`src/hw/rtl/esc_pkg.sv`:
```
// Shared types and codes for the expression syntax checker.
package esc_pkg;

  // Token kinds on the input channel.
  localparam logic [2:0] KIND_VALUE  = 3'd0;
  localparam logic [2:0] KIND_OP     = 3'd1;
  localparam logic [2:0] KIND_LPAREN = 3'd2;
  localparam logic [2:0] KIND_RPAREN = 3'd3;
  localparam logic [2:0] KIND_FUNC   = 3'd4;

  // Result status codes.
  localparam logic [3:0] ST_OK             = 4'd0;
  localparam logic [3:0] ST_OP_EXPECTED    = 4'd1;
  localparam logic [3:0] ST_PAREN_EXPECTED = 4'd2;
  localparam logic [3:0] ST_BAD_OP         = 4'd3;
  localparam logic [3:0] ST_BAD_PAREN      = 4'd4;
  localparam logic [3:0] ST_VALUE_EXPECTED = 4'd5;
  localparam logic [3:0] ST_MISMATCH       = 4'd6;
  localparam logic [3:0] ST_UNENDED        = 4'd7;
  localparam logic [3:0] ST_OVERFLOW       = 4'd8;
  localparam logic [3:0] ST_SKIPPED        = 4'd9;

  // Symbols of the bracket stack. A value only ever sits on top, so it is
  // kept as a flag; a function directly followed by '(' is merged into one
  // symbol so that a closing parenthesis pops exactly one symbol.
  typedef logic [1:0] sym_t;
  localparam sym_t SYM_L  = 2'd0;
  localparam sym_t SYM_F  = 2'd1;
  localparam sym_t SYM_FL = 2'd2;

  // Stack state as seen by the token decoder.
  typedef struct packed {
    logic err;
    logic vflag;
    logic sym_empty;
    logic sym_one;
    logic full;
    sym_t top;
  } stk_view_t;

  // Stack update requested by the token decoder.
  typedef struct packed {
    logic push;
    logic pop;
    logic replace;
    sym_t sym;
    logic vflag_set;
    logic vflag_clr;
    logic cnt_inc;
    logic cnt_dec1;
    logic cnt_dec2;
    logic set_err;
  } stk_act_t;

endpackage

```
`src/hw/rtl/esc_step.sv`:
```
// Token decoder: status, error position and stack update for one token.
module esc_step import esc_pkg::*; #(
  parameter int POS_W = 16
) (
  input  logic [2:0]       token_kind,
  input  logic [POS_W-1:0] position,
  input  logic             last,
  input  stk_view_t        view,
  output logic [3:0]       status,
  output logic [POS_W-1:0] error_position,
  output stk_act_t         act
);

  logic             top_f;
  logic [POS_W-1:0] end_pos;
  logic [3:0]       op_st;
  stk_act_t         op_act;
  logic             vflag_after;
  logic             empty_after;

  assign top_f   = !view.sym_empty && (view.top == SYM_F);
  assign end_pos = (position == '1) ? position : position + POS_W'(1);

  always_comb begin
    op_act = '0;
    op_st  = ST_OK;
    case (token_kind)
      KIND_VALUE: begin
        if (view.vflag) op_st = ST_OP_EXPECTED;
        else if (top_f) op_st = ST_PAREN_EXPECTED;
        else if (view.full) op_st = ST_OVERFLOW;
        else begin
          op_act.vflag_set = 1'b1;
          op_act.cnt_inc   = 1'b1;
        end
      end
      KIND_OP: begin
        if (!view.vflag) op_st = ST_BAD_OP;
        else begin
          op_act.vflag_clr = 1'b1;
          op_act.cnt_dec1  = 1'b1;
        end
      end
      KIND_LPAREN: begin
        if (view.vflag) op_st = ST_BAD_PAREN;
        else if (view.full) op_st = ST_OVERFLOW;
        else begin
          op_act.cnt_inc = 1'b1;
          if (top_f) begin
            op_act.replace = 1'b1;
            op_act.sym     = SYM_FL;
          end else begin
            op_act.push = 1'b1;
            op_act.sym  = SYM_L;
          end
        end
      end
      KIND_RPAREN: begin
        if (!view.vflag) op_st = top_f ? ST_BAD_PAREN : ST_VALUE_EXPECTED;
        else if (view.sym_empty || top_f) op_st = ST_MISMATCH;
        else begin
          // The value stays on top; '(' and any function below fold into it.
          op_act.pop = 1'b1;
          if (view.top == SYM_FL) op_act.cnt_dec2 = 1'b1;
          else op_act.cnt_dec1 = 1'b1;
        end
      end
      KIND_FUNC: begin
        if (view.vflag) op_st = ST_OP_EXPECTED;
        else if (view.full) op_st = ST_OVERFLOW;
        else begin
          op_act.push    = 1'b1;
          op_act.sym     = SYM_F;
          op_act.cnt_inc = 1'b1;
        end
      end
      default: begin
        op_st = ST_OK;
      end
    endcase
  end

  assign vflag_after = (view.vflag | op_act.vflag_set) & ~op_act.vflag_clr;
  assign empty_after = (op_act.push || op_act.replace) ? 1'b0 :
                       op_act.pop ? view.sym_one : view.sym_empty;

  always_comb begin
    status         = op_st;
    error_position = '0;
    act            = op_act;
    if (view.err) begin
      status = ST_SKIPPED;
      act    = '0;
    end else if (op_st != ST_OK) begin
      error_position = position;
      act            = '0;
      act.set_err    = 1'b1;
    end else if (last) begin
      if (empty_after && !vflag_after) begin
        status         = ST_VALUE_EXPECTED;
        error_position = end_pos;
      end else if (!(empty_after && vflag_after)) begin
        status         = ST_UNENDED;
        error_position = end_pos;
      end
    end
  end

endmodule

```
`config.mk`:
```
export PLATFORM = sky130hd
export DESIGN_NAME = esc_step
export DESIGN_NICKNAME = d
export VERILOG_FILES = /design/src/hw/rtl/esc_pkg.sv /design/src/hw/rtl/esc_step.sv
export SDC_FILE = /design/constraint.sdc
export NUM_CORES = 1
export LEC_CHECK = 0
export ABC_AREA = 1
export ABC_CLOCK_PERIOD_IN_PS = 2100
export BUFFER_PORTS_ARGS = -buffer_cell sky130_fd_sc_hd__clkbuf_2
export CORE_MARGIN = 2
export CORE_UTILIZATION = 50
export DETAILED_ROUTE_END_ITERATION = 12
export PLACE_DENSITY_LB_ADDON = 0.12
export SYNTH_ARGS = -nofsm -noshare
export SYNTH_HDL_FRONTEND = slang
export SYNTH_SLANG_ARGS = --single-unit
```
`constraint.sdc`:
```
create_clock -name vclk -period 2.1
set_clock_uncertainty 0.1 [all_clocks]
set_input_delay 0.21 -clock vclk [all_inputs]
set_output_delay 0.21 -clock vclk [all_outputs]
set_load 0.005 [all_outputs]
```
==> results.md <==
* Critical Path Start Type: input pin
* Syn_nets at 299
* Fraction of power spent switching nets at 61.30%
* Detailed Route Iter0 Violations at 73
* Die outline area at 2946 sq um
* Hold bufs inserted after CTS at 0
* Combinational family with the most area after synthesis: simple AND/OR/NAND/NOR gates
* Setup-failing EPs final at 0
* Width of the chip at 54.28 microns
* Maximum number of pins on one net before global-route repair at 22
* Number of standard cells after synthesis at 271
* First-pass GRT wire length at 5.934 mm
* Measured slew at the worst slew-check pin at 469.5 ps
* Overall via count from detail_route at 1,852
* Post-Syn Area per Cell at 4.663 sq um
* Most frequent cells in the layout: nand2_1 (103), clkbuf_2 (58), nor2_1 (43)
* DRC at 0
* ANT cells at 0
* Normalized max-slew margin at 68.70%
* Adder and majority cell fraction of the synthesized area at 0.9901%
* Basic-gate share of the synthesized area counting and, or, nand and nor cells at 75.15%
* Sequential share of power at 0%
* Number of routed nets with antenna violations at 0
* Crit. End Element: primary output
* Footprint of the multi-input gates at 1129 sq um
* FF+latch count at 0
* Final wirelength at 3.784 mm
* Count of input and output buffers at 58
* WL/cell at 10.54 microns
* Layout area overhead at 29.90%
* Cell Count Post-Placement at 359
* Layout Utilization at 67.49%
* Gp weighted congestion at 0.9070
* Number of antenna violations at the first check in global routing at 0
* Reported leakage power at 0.9912 nW
* Total count of hold-check failures in the final report at 0
* Aggregate global routing overflow at 0
* Internal power of the cells at 0.1376 mW
* Floorplan die height at 54.28 microns
* Compound-cell area share of the yosys netlist at 6.931%
* Count of clock-net buffers in the final layout at 0
* Maximum operating frequency at 0.5062 GHz
* Fill cell total of the finished layout at 256
* Mux share of post-synthesis cell area at 0%
* Netlist cell types at 27
* Worst-case vdd ir drop at 164.6 uV
* Most common cell after layout, fill and taps aside: nand2_1
* Area taken by flip-flops and latches at 0 sq um
* Post-layout instance count excluding filler cells at 359
* Setup repair after global routing missed its margin: yes
* Comb pwr share at 100.0%
* Switch Pwr at 0.2180 mW
* Post-synthesis xor/xnor area fraction at 4.158%
* Critical path type: in -> out
* Number of cells on the worst hold path at 4
* Tmin final at 1976 ps
* Drt first pass iters at 4
* Status: complete, no violations
* Worst min-delay path category: in -> out
* Clock network fraction of total power at 0%
* Share of synthesized area occupied by flip-flops and latches at 0%
* Total standard cell area after synthesis at 1264 sq um
* Number of buffers inserted to repair setup after CTS at 0
* Placed wire-length estimate at 3.042 mm
* Standard-cell row count at 18
* Max Slew Vio Count at 0
* Pwr dens at 216.6 nW/um^2
* Nets at 359
* Global-route usage over all layers at 26.08%
* Maximum fanout along the worst path at 6
* Final period utilization at 94.07%
* Core Region at 2432 sq um
* Vias in the first global route at 1,395
* Boundary Pins at 58
* Arrival time at the worst endpoint at 1670 ps
* Max-cap check violation count at 0
* Required time of the critical path at 1790 ps
* Post-DR vias/cell at 5.159
* Synth warnings at 0
* Share of post-route cells with drive strength above 1 at 29.18%
* Starting utilization of the core area at 51.95%
cells in the mapped netlist (all sizes together):
cell,number,area [sq um]
clkbuf,3,11.26
nor3,6,30.03
ha,1,12.51
a31o,1,8.760
clkinv,1,3.750
or2,1,6.260
a21oi,6,33.78
xor2,6,52.55
nand4,12,75.07
nand2,109,424.2
nor2,50,221.5
inv,29,108.9
nand3,33,192.7
a31oi,1,6.260
o21ai,7,38.78
buf,5,37.53
worst max-delay path, stage by stage:
cell and delay [ps]:
clkbuf_2 150, ha_1 190, nand2_1 70, nor2_1 130, buf_4 150, nand2_1 80, nor2_2 180, nand3_1 90
nand2_1 60, nand4_1 100, o21ai_2 130, clkbuf_2 120
metal layers:
| metal | global-route usage (%) | part of all wire [%] |
|---|---|---|
| met1 | 38.40 | 48 |
| met2 | 43.98 | 45 |
| met3 | 0 | 6.7 |
| met4 | 2.500 | 0.24 |
| met5 | 0 | 0 |
cells by family (layout without fill, tap and decap cells):
logic type                 after synthesis  after routing
AOI/OAI and AO/OA                       15             15
buffers and inverters                   38             96
xor gates and xnor gates                 6              6
adders and majority gates                1              1
and+or+nand+nor                        211            211
power groups by stage:
stage	Clock [mW]	Sequential [mW]	Combinational, mW
CTS	0	0	0.346
global route	0	0	0.405
global placement	0	0	0.344
finish	0	0	0.356
detailed placement	0	0	0.345
floorplan	0	0	0.223
per-stage QoR:
stage	cell area, sq um	setup slack, ps	TNS [ps]	power (mW)	hold slack (ps)
after floorplan	1264	451.9	0	0.2234	361.3
after global placement	1615	142.0	0	0.3445	633.9
after detailed placement	1615	105.3	0	0.3453	639.1
after CTS	1615	106.8	0	0.3461	640.4
after global routing	1642	-24.09	-50.50	0.4051	676.3
final	1642	124.5	0	0.3556	643.2
final cells by class:
| cell class | count | area share (%) |
|---|---|---|
| Inverter | 30 | 6.860 |
| Multi-Input combinational cell | 233 | 68.75 |
| Timing Repair Buffer | 66 | 22.10 |
| Tap cell | 30 | 2.287 |
timing repair:
action                                  CTS  global route
hold endpoints to repair                  0             0
endpoints found under the setup margin    0            17
resized for setup                         0             6
final timing paths:
check / from / end
max: position[0] / error_position[14]
min: position[15] / error_position[15]
Note: power is estimated with default switching activity, not from simulation.
